--- src/rtl/core/eit_pkg.sv ---
// ----------------------------------------------------------------------------
// eit_pkg: shared types and constants for the event interest table
// Mode and status codes, event bit positions, and the item carried from the
// front end to the table engine.
// ----------------------------------------------------------------------------
package eit_pkg;

  localparam logic [1:0] MODE_ADD    = 2'd0;
  localparam logic [1:0] MODE_MOD    = 2'd1;
  localparam logic [1:0] MODE_DEL    = 2'd2;
  localparam logic [1:0] MODE_SAMPLE = 2'd3;

  localparam logic [1:0] ST_OK      = 2'd0;
  localparam logic [1:0] ST_EXISTS  = 2'd1;
  localparam logic [1:0] ST_MISSING = 2'd2;
  localparam logic [1:0] ST_FULL    = 2'd3;

  localparam logic [31:0] EV_ERR     = 32'h0000_0008;
  localparam logic [31:0] EV_HUP     = 32'h0000_0010;
  localparam logic [31:0] EV_RDHUP   = 32'h0000_2000;
  localparam logic [31:0] EV_ONESHOT = 32'h4000_0000;
  localparam logic [31:0] EV_ET      = 32'h8000_0000;

  typedef struct packed {
    logic [1:0]  mode;
    logic [15:0] descriptor;
    logic [31:0] interest_mask;
    logic [63:0] user_tag;
    logic [31:0] ready_mask;
  } eit_cmd_t;

  typedef struct packed {
    logic [1:0]  status;
    logic        event_valid;
    logic [31:0] reported_mask;
    logic [63:0] event_tag;
    logic [4:0]  entry_count;
  } eit_rsp_t;

endpackage

--- src/rtl/core/eit_front.sv ---
// ----------------------------------------------------------------------------
// eit_front: input stage and command queue
// Accepts items, folds the bad-descriptor flag into the ready mask and holds
// them in a short queue ahead of the table engine.
// ----------------------------------------------------------------------------
module eit_front import eit_pkg::*; #(
  parameter int QDEPTH = 2
) (
  input  logic        clk,
  input  logic        rst_n,
  input  logic        push,
  output logic        full,
  input  logic [1:0]  in_mode,
  input  logic [15:0] in_descriptor,
  input  logic [31:0] in_interest_mask,
  input  logic [63:0] in_user_tag,
  input  logic [31:0] in_ready_mask,
  input  logic        in_bad_descriptor,
  output logic        cmd_valid,
  input  logic        cmd_take,
  output eit_cmd_t    cmd
);
  localparam int AW = (QDEPTH > 1) ? $clog2(QDEPTH) : 1;

  eit_cmd_t         q_r [QDEPTH];
  logic [AW-1:0]    wp_r, rp_r;
  logic [AW:0]      cnt_r;
  eit_cmd_t         c_in;
  logic             do_push, do_pop;

  always_comb begin
    c_in.mode          = in_mode;
    c_in.descriptor    = in_descriptor;
    c_in.interest_mask = in_interest_mask;
    c_in.user_tag      = in_user_tag;
    c_in.ready_mask    = in_bad_descriptor ? (EV_ERR | EV_HUP) : in_ready_mask;
  end

  assign full      = (cnt_r == (AW+1)'(QDEPTH));
  assign cmd_valid = (cnt_r != '0);
  assign cmd       = q_r[rp_r];
  assign do_push   = push && !full;
  assign do_pop    = cmd_valid && cmd_take;

  always_ff @(posedge clk) begin
    if (do_push) q_r[wp_r] <= c_in;
  end

  always_ff @(posedge clk) begin
    if (!rst_n) begin
      wp_r  <= '0;
      rp_r  <= '0;
      cnt_r <= '0;
    end else begin
      if (do_push) wp_r <= (wp_r == AW'(QDEPTH - 1)) ? '0 : wp_r + 1'b1;
      if (do_pop)  rp_r <= (rp_r == AW'(QDEPTH - 1)) ? '0 : rp_r + 1'b1;
      cnt_r <= cnt_r + (AW+1)'(do_push) - (AW+1)'(do_pop);
    end
  end
endmodule

--- src/rtl/core/eit_engine.sv ---
// ----------------------------------------------------------------------------
// eit_engine: table engine
// Searches the table one entry a cycle, applies the command and shifts
// entries down one a cycle on delete. The result is staged, then moved to a
// one-entry output reg once that is free.
// ----------------------------------------------------------------------------
module eit_engine import eit_pkg::*; #(
  parameter int MAX_ENTRIES = 16,
  parameter int KEY_BITS    = 16
) (
  input  logic     clk,
  input  logic     rst_n,
  input  logic     cmd_valid,
  output logic     cmd_take,
  input  eit_cmd_t cmd,
  output logic     empty,
  input  logic     pop,
  output eit_rsp_t rsp
);
  localparam int IW = (MAX_ENTRIES > 1) ? $clog2(MAX_ENTRIES) : 1;
  localparam int CW = $clog2(MAX_ENTRIES + 1);

  localparam logic [1:0] S_IDLE   = 2'd0;
  localparam logic [1:0] S_SEARCH = 2'd1;
  localparam logic [1:0] S_SHIFT  = 2'd2;
  localparam logic [1:0] S_DONE   = 2'd3;

  logic [KEY_BITS-1:0] key_m  [MAX_ENTRIES];
  logic [31:0]         int_m  [MAX_ENTRIES];
  logic [31:0]         lr_m   [MAX_ENTRIES];
  logic [63:0]         tag_m  [MAX_ENTRIES];

  logic [1:0]    state_r;
  eit_cmd_t      c_r;
  logic [CW-1:0] idx_r, count_r;
  logic          out_v_r;
  eit_rsp_t      res_r;
  eit_rsp_t      out_r;

  logic [IW-1:0]       ix;
  logic [IW-1:0]       ix1;
  logic [KEY_BITS-1:0] ckey;
  logic                at_end, hit_key;
  logic [31:0]         ev, hitm, rep;

  assign ix      = idx_r[IW-1:0];
  assign ix1     = IW'(idx_r + CW'(1));
  assign ckey    = KEY_BITS'(c_r.descriptor);
  assign at_end  = (idx_r >= count_r);
  assign hit_key = !at_end && (key_m[ix] == ckey);
  assign ev      = int_m[ix];
  assign hitm    = c_r.ready_mask & (ev | EV_ERR | EV_HUP | EV_RDHUP);
  assign rep     = (ev & EV_ET) != '0 ? (hitm & ~lr_m[ix]) : hitm;

  assign cmd_take = (state_r == S_IDLE) && cmd_valid;
  assign empty    = !out_v_r;
  assign rsp      = out_r;

  always_ff @(posedge clk) begin
    if (state_r == S_SEARCH && !at_end && !hit_key) begin
    end else if (state_r == S_SEARCH && at_end && c_r.mode == MODE_ADD
                 && count_r < CW'(MAX_ENTRIES)) begin
      key_m[ix] <= ckey;
      int_m[ix] <= c_r.interest_mask;
      lr_m[ix]  <= '0;
      tag_m[ix] <= c_r.user_tag;
    end else if (state_r == S_SEARCH && hit_key && c_r.mode == MODE_MOD) begin
      int_m[ix] <= c_r.interest_mask;
      lr_m[ix]  <= '0;
      tag_m[ix] <= c_r.user_tag;
    end else if (state_r == S_SEARCH && hit_key && c_r.mode == MODE_SAMPLE) begin
      if (rep != '0 && (ev & EV_ONESHOT) != '0) begin
        int_m[ix] <= '0;
        lr_m[ix]  <= '0;
      end else if ((ev & EV_ET) != '0) begin
        lr_m[ix]  <= hitm;
      end
    end else if (state_r == S_SHIFT && idx_r + CW'(1) < count_r) begin
      key_m[ix] <= key_m[ix1];
      int_m[ix] <= int_m[ix1];
      lr_m[ix]  <= lr_m[ix1];
      tag_m[ix] <= tag_m[ix1];
    end
  end

  always_ff @(posedge clk) begin
    if (!rst_n) begin
      state_r <= S_IDLE;
      idx_r   <= '0;
      count_r <= '0;
      out_v_r <= 1'b0;
    end else begin
      // staged result moves out only once the output reg is free
      if (state_r == S_DONE && (!out_v_r || pop)) begin
        out_v_r <= 1'b1;
        out_r   <= res_r;
      end else if (pop && out_v_r) begin
        out_v_r <= 1'b0;
      end
      case (state_r)
        S_IDLE: begin
          if (cmd_valid) begin
            c_r     <= cmd;
            idx_r   <= '0;
            state_r <= S_SEARCH;
          end
        end
        S_SEARCH: begin
          res_r.status        <= ST_OK;
          res_r.event_valid   <= 1'b0;
          res_r.reported_mask <= '0;
          res_r.event_tag     <= '0;
          res_r.entry_count   <= 5'(count_r);
          if (at_end) begin
            if (c_r.mode != MODE_ADD) begin
              res_r.status <= ST_MISSING;
            end else if (count_r >= CW'(MAX_ENTRIES)) begin
              res_r.status <= ST_FULL;
            end else begin
              count_r           <= count_r + CW'(1);
              res_r.entry_count <= 5'(count_r + CW'(1));
            end
            state_r <= S_DONE;
          end else if (hit_key) begin
            case (c_r.mode)
              MODE_ADD: begin
                res_r.status <= ST_EXISTS;
                state_r      <= S_DONE;
              end
              MODE_DEL: begin
                res_r.entry_count <= 5'(count_r - CW'(1));
                state_r           <= S_SHIFT;
              end
              MODE_SAMPLE: begin
                if (rep != '0) begin
                  res_r.event_valid   <= 1'b1;
                  res_r.reported_mask <= rep;
                  res_r.event_tag     <= tag_m[ix];
                end
                state_r <= S_DONE;
              end
              default: state_r <= S_DONE;
            endcase
          end else begin
            idx_r <= idx_r + CW'(1);
          end
        end
        S_SHIFT: begin
          if (idx_r + CW'(1) < count_r) begin
            idx_r <= idx_r + CW'(1);
          end else begin
            count_r <= count_r - CW'(1);
            state_r <= S_DONE;
          end
        end
        S_DONE: begin
          if (!out_v_r || pop) state_r <= S_IDLE;
        end
        default: state_r <= S_IDLE;
      endcase
    end
  end
endmodule

--- src/rtl/core/event_interest_table.sv ---
// ----------------------------------------------------------------------------
// event_interest_table: ordered table of watched descriptors
// Add, modify, delete and readiness sampling in the style of an interest list.
// ----------------------------------------------------------------------------
// Usage:
//  Input side is a queue: drive in_* and push; the item is taken when full is
//  low. Every item gives exactly one result on out_*, shown while empty is
//  low and taken with pop.
//  Items enter a two-deep command queue; the table engine takes one at a
//  time. It scans entries one a cycle to find the key, or to the end of the
//  table when the key is absent; a delete then shifts each entry behind the
//  removed one down one place.
//  Reset empties the table and both queues; entry contents are not cleared.
//  If pop stays low the finished result is held, the engine stalls once its
//  next result is ready, and full rises when the command queue fills.
// ----------------------------------------------------------------------------
module event_interest_table import eit_pkg::*; #(
  parameter int MAX_ENTRIES = 16,
  parameter int KEY_BITS    = 16
) (
  input  logic        clk,
  input  logic        rst_n,
  input  logic        push,
  output logic        full,
  input  logic [1:0]  in_mode,
  input  logic [15:0] in_descriptor,
  input  logic [31:0] in_interest_mask,
  input  logic [63:0] in_user_tag,
  input  logic [31:0] in_ready_mask,
  input  logic        in_bad_descriptor,
  output logic        empty,
  input  logic        pop,
  output logic [1:0]  out_status,
  output logic        out_event_valid,
  output logic [31:0] out_reported_mask,
  output logic [63:0] out_event_tag,
  output logic [4:0]  out_entry_count
);
  logic     cmd_valid, cmd_take;
  eit_cmd_t cmd;
  eit_rsp_t rsp;

  eit_front #(.QDEPTH(2)) u_front (
    .clk, .rst_n, .push, .full,
    .in_mode, .in_descriptor, .in_interest_mask, .in_user_tag,
    .in_ready_mask, .in_bad_descriptor,
    .cmd_valid, .cmd_take, .cmd
  );

  eit_engine #(.MAX_ENTRIES(MAX_ENTRIES), .KEY_BITS(KEY_BITS)) u_engine (
    .clk, .rst_n, .cmd_valid, .cmd_take, .cmd, .empty, .pop, .rsp
  );

  assign out_status        = rsp.status;
  assign out_event_valid   = rsp.event_valid;
  assign out_reported_mask = rsp.reported_mask;
  assign out_event_tag     = rsp.event_tag;
  assign out_entry_count   = rsp.entry_count;

  a_count_range: assert property (@(posedge clk) disable iff (!rst_n)
    !empty |-> out_entry_count <= 5'(MAX_ENTRIES))
    else $error("entry count beyond capacity");

  a_quiet_zero: assert property (@(posedge clk) disable iff (!rst_n)
    (!empty && !out_event_valid) |-> (out_reported_mask == '0))
    else $error("report without event");

  a_event_ok: assert property (@(posedge clk) disable iff (!rst_n)
    (!empty && out_event_valid) |-> (out_status == ST_OK && out_reported_mask != '0))
    else $error("event with bad status");

  a_hold: assert property (@(posedge clk) disable iff (!rst_n)
    (!empty && !pop) |=> (!empty && $stable(out_event_tag)))
    else $error("result dropped while stalled");

endmodule

--- config.mk ---
export PLATFORM = sky130hd
export DESIGN_NAME = event_interest_table
export DESIGN_NICKNAME = d
export VERILOG_FILES = /design/src/rtl/core/eit_pkg.sv /design/src/rtl/core/eit_front.sv /design/src/rtl/core/eit_engine.sv /design/src/rtl/core/event_interest_table.sv
export SDC_FILE = /design/constraint.sdc
export NUM_CORES = 2
export LEC_CHECK = 0
export BUFFER_PORTS_ARGS = -buffer_cell sky130_fd_sc_hd__clkbuf_2
export CORE_UTILIZATION = 65
export DETAILED_ROUTE_END_ITERATION = 10
export PLACE_DENSITY = 0.82
export SETUP_SLACK_MARGIN = 0.3
export SYNTH_ARGS = -nofsm -noshare
export SYNTH_HDL_FRONTEND = slang
export SYNTH_SLANG_ARGS = --single-unit
--- constraint.sdc ---
create_clock -name clk -period 21 [get_ports clk]
set_clock_uncertainty 0.15 [all_clocks]
set_input_delay 2.1 -clock clk [delete_from_list [all_inputs] [get_ports clk]]
set_output_delay 2.1 -clock clk [all_outputs]
set_load 0.05 [all_outputs]
=== Yosys cells after proc, flatten, opt, wreduce, memory -nomap -nowiden ===
Memory sizes are Yosys's and may differ from the RTL's. A register that Yosys moved wholly into a read port is not among the register bits.
Index checks and enable logic that the tools add are counted.
W data, S select, Z words.

* Register bits after elaboration: 225
* Memories kept: 5
* Output and inout bits: 106
* ROM bits: 0
* Bits in latches: 0
* RAM bits: 2596

* Bitwise logic cells: 16
* Equal/unequal tests: 16
* Mux-type cells: 78
* Reductions and logical operators: 37
* $lt $le $gt $ge: 4
* Multipliers: 0
* Shifts and indexed selects: 0
* $add $sub $neg: 7
* Divide/modulo/power cells: 0

{| class="wikitable"
|+ Memories
! memory !! words !! bits a word !! read ports !! clocked after memory_dff !! wr ports !! line !! RTL
|-
| u_engine.tag_m || 16 || 64 || 2 || 1 || 1 || eit_engine.sv:31 || <nowiki>logic [63:0] tag_m [MAX_ENTRIES];</nowiki>
|-
| u_engine.int_m || 16 || 32 || 2 || 1 || 1 || eit_engine.sv:29 || <nowiki>logic [31:0] int_m [MAX_ENTRIES];</nowiki>
|-
| u_engine.lr_m || 16 || 32 || 2 || 1 || 1 || eit_engine.sv:30 || <nowiki>logic [31:0] lr_m [MAX_ENTRIES];</nowiki>
|-
| u_front.q_r || 2 || 146 || 1 || 1 || 1 || eit_front.sv:25 || <nowiki>eit_cmd_t q_r [QDEPTH];</nowiki>
|-
| u_engine.key_m || 16 || 16 || 2 || 1 || 1 || eit_engine.sv:28 || <nowiki>logic [KEY_BITS-1:0] key_m [MAX_ENTRIES];</nowiki>
|}

{| class="wikitable"
|+ Operator list
! operator !! count
|-
| $mux W32 || 9
|-
| $mux W97 || 2
|-
| $mux W64 || 2
|-
| $mux W104 || 1
|-
| $and A32 B32 Y32 || 2
|-
| $mux W5 || 10
|-
| $mux W1 || 34
|-
| $mux W4 || 8
|-
| $not A32 Y32 || 1
|-
| $reduce_bool A32 Y1 || 1
|-
| $eq A16 B16 Y1 || 1
|-
| $logic_and A1 B1 Y1 || 16
|-
| $mux W16 || 1
|-
| $mux W2 || 8
|-
| $pmux W5 S3 || 1
|-
| $add A5 B1 Y5 const B || 2
|-
| $eq A2 B2 Y1 const B || 5
|-
| $ne A2 B2 Y1 const B || 5
|-
| $or A1 B1 Y1 || 10
|-
| $pmux W5 S2 || 1
|-
| $pmux W2 S4 || 1
|-
| $reduce_bool A2 Y1 || 4
|-
| $reduce_and A3 Y1 || 2
|-
| $ge A5 B5 Y1 || 1
|-
| other kinds (20) || 30
|}

=== Longest topological paths before layout ===
* Depth in word-level cells: 14
* Gate-level depth with buffers: 18
* Gate-level depth less buffers: 12

=== Hierarchy ===
From an unflattened synthesis, not the netlist that was laid out.

* Cell total of the unflattened synthesis: 5948
* Area, all modules: 128426.9 um2

{| class="wikitable"
|+ By module, submodules not included
! module !! cells an instance !! area an instance (um2) !! instances !! seq. area each (um2)
|-
| eit_engine || 5432 || 117361.3 || 1 || 78625.4
|-
| eit_front || 516 || 11065.6 || 1 || 8868.5
|}

=== Worst setup path before layout ===
Ideal clock, no wire load.

* Kind: in2reg
* Start point: input push
* End point: memory u_front.q_r[0][0] (netlist name), enable pin
* Setup time: 0.648 ns
* Setup slack: 12.067 ns
* Stages: 2
* Arrival: 8.135 ns
* Required time: 20.202 ns
* Cell sequence: nand2_1 nor2_1

* Longest elaborated chain between the ends: 3

{| class="wikitable"
|+ RTL lines
! what !! line !! RTL
|-
| start: declaration || event_interest_table.sv:23 || <nowiki>input logic push,</nowiki>
|-
| $logic_and A1 B1 Y1 || eit_front.sv:42 || <nowiki>assign do_push = push && !full;</nowiki>
|-
| $mux W1 || eit_front.sv:46 || <nowiki>if (do_push) q_r[wp_r] <= c_in;</nowiki>
|-
| $mux W1 (implied by the code) || eit_front.sv:46 ||
|-
| end: declaration || eit_front.sv:25 ||
|}

No other way between the ends.

==> impl_metrics.ini <==
[outcome]
status = finished clean

[clock_network]
clkSinkCount = 2914
htreeDepth = 5
cts-root-buf = clkbuf_16
clkTransAtPathRegs_ns = 0.06
cts_tree = built
postCtsHoldBufs = 0
cts_resized = 0
insertion_delay_ns = 0.97
post_cts_buffers = 0
numCtsBuffers = 306
cts.path.max_buffers = 4

[finish]
area_delta_synth_final_pct = 10.8
final_nets = 6265
drive_gt1_share_pct = 39.4
stdcell_count = 8928
utilization_pct = 72.5
fill_cells = 10458
finalInstanceArea_um2 = 141000

[yosys]
synth_edf_count = 2893
synthFlopType = edfxtp_1
synthMostInstantiatedCell = edfxtp_1
ys_types = 70
syn_nets = 5950
yosysSeqAreaShare_pct = 68.4
ys_warn_count = 0
synthTopCellsByCount = 2,893 x edfxtp_1, 1,315 x mux4_2, 223 x mux2_2, 221 x clkbuf_1, 125 x nor2_1
synth_area_per_cell_um2 = 22.1
synth_top_area_share_pct = 68.1
synthArstFlopShare_pct = 0
synth.area.top_cells = edfxtp_1 68%, mux4_2 23%, mux2_2 2.0%
ys_ff_latch = 2914
synth_area_leader_cell = edfxtp_1
netlist_area_um2 = 128000
synth_cells = 5776

[power_and_ir_drop]
p_leak_nw = 42.4
irDropWorstVdd_v = 0.000165
p_per_area_nw_per_um2 = 121

[sta]
relSlewSlack_pct = 10.9
period_share_pct = 39.6
fin_tns_setup_ns = 0
worst_pin_slew_ns = 1.34
rsz0062_at_grt = no
finalHoldViolCount = 0
slew_violations = 0
max_clock_freq_ghz = 0.120
min_period_ns = 8.32
setup_viol_count_final = 0

[routing]
wl_per_cell_um = 38.3
drt_iter0_drc = 10678
viasPerCell = 7.76
via_count = 69250
drtAntennaViolNets = 0
post-route-drc-count = 0
drt_wl_total_mm = 342
drt_pass1_iterations = 6

[critical_path]
endpoint_kind = flop
startpoint_type = flop
crit_type = reg2reg
critPathMaxFanout = 51
arrival_ns = 8.82
crit_required_ns = 21.50

[floorplanning]
ios = 257
num_rows = 162
core_area_um2 = 195000
fp.dieW_um = 445
die_h_um = 445
die_area_um2 = 198000
start_util_pct = 65.4

[placement]
placed_area_um2 = 132000
gp_congestion = 0.843
dp_hpwl_mm = 171
portBuffers = 253
dp.cells = 8407

[grt]
antenna_found_initial = 12
grt_pass1_vias = 70960
grt_max_degree = 136
grt_pass1_wl_mm = 493
grt-ovfl-total = 0
grt_usage_pct = 35.0

[hold_path]
min_path_type = reg2reg

[flow_run]
drv_cap = 0
[sequential cells by signal, indices dropped and copies added, names as in the netlist, 16 cells and up, named ones only]
signal and count:
u_engine.tag_m 1024, u_engine.lr_m 512, u_engine.int_m 464, u_front.q_r 286, u_engine.key_m 256, u_engine.c_r 127
u_engine.res_r 104, u_engine.rsp 104, u_engine.ckey 16
[kinds of logic after synthesis]
group                      share of synthesized area (%)
DFF                                                 68.4
AOI/OAI and AO/OA                                   1.92
and+or+nand+nor                                     1.66
muxes                                               25.9
buffers and inverters                               1.52
xor gates and xnor gates                           0.309
adders and majority gates                          0.226
[cell type report]
class	instances	area, µm²	area share (%)
repair buffers	412	2580	1.83
clock inverters	151	1280	0.904
flip-flops and latches	2914	87300	61.8
well taps	2624	3280	2.32
clock buffers	364	8000	5.66
diodes	6	15.0	0.0106
multi-input cells	2428	38700	27.4
inverters	29	109	0.0770
[cells in the final DEF, fill, tap and decap left out, types with 17 or more instances in the layout]
master | netlist | layout
edfxtp_1 | 2893 | 2893
a211oi_1 | 50 | 50
inv_1 | 28 | 28
clkinv_1 | 0 | 66
nand3_1 | 21 | 21
o21ai_0 | 25 | 24
a22o_1 | 59 | 59
clkinv_2 | 0 | 48
nor2_2 | 0 | 17
ha_1 | 23 | 22
bufinv_16 | 0 | 22
nor2b_1 | 109 | 106
clkbuf_16 | 0 | 312
o21ai_1 | 21 | 21
nor2_4 | 0 | 35
mux2_2 | 223 | 223
nor2_1 | 125 | 73
a22oi_1 | 39 | 39
clkbuf_2 | 0 | 253
mux2i_1 | 92 | 92
nand2_1 | 62 | 62
xnor2_1 | 30 | 28
buf_4 | 12 | 149
o21ai_2 | 30 | 30
mux4_2 | 1315 | 1315
clkbuf_1 | 221 | 52
nand2b_1 | 36 | 36
[per-layer routing]
| metal | routed length (µm) | global-route usage (%) |
|---|---|---|
| met5 | 104 | 0 |
| met4 | 18400 | 16.1 |
| met3 | 46400 | 9.66 |
| met2 | 166000 | 55.3 |
| met1 | 112000 | 46.0 |
[stage by stage]
step	setup WS [ns]	power [mW]	hold slack [ns]
after floorplan	12.07	10.8	0.250
after global routing	12.40	17.6	0.261
after CTS	12.69	17.1	0.257
after detailed placement	12.86	11.9	0.255
final	12.68	17.1	0.255
after global placement	12.89	11.8	0.251
[where the power goes]
group / total [mW] / internal, mW / switching [mW]
clock: 5.16 / 2.97 / 2.19
sequential: 7.19 / 6.99 / 0.195
combinational: 4.74 / 2.29 / 2.45
total: 17.1 / 12.3 / 4.84
[worst paths after layout]
check                                                 startpoint                               to  slack [ns]  cells past startpoint
worst min-delay path            u_engine.res_r[30]$_SDFFCE_PP0P_       u_engine.rsp[30]$_DFFE_PP_        0.25                      0
worst max register to register                              flop  u_engine.key_m[13][9]$_DFFE_PP_       12.68                     14
worst max-delay path                                        flop  u_engine.key_m[13][9]$_DFFE_PP_       12.68                     14
worst min register to register  u_engine.res_r[30]$_SDFFCE_PP0P_       u_engine.rsp[30]$_DFFE_PP_        0.25                      0
[critical path: stages, from the launching register on]
cell and delay, ns:
dfxtp_4 0.93, buf_4 0.84, buf_4 0.95, mux4_2 0.62, mux2i_1 0.19, xnor2_1 0.20
nor4_1 0.12, mux2i_1 0.67, nor4_1 0.20, o21ai_4 0.20, buf_4 0.62, buf_4 0.88
a21boi_2 0.95, nor2_2 0.04, buf_4 0.31
Note: power is estimated with default switching activity, not from simulation.
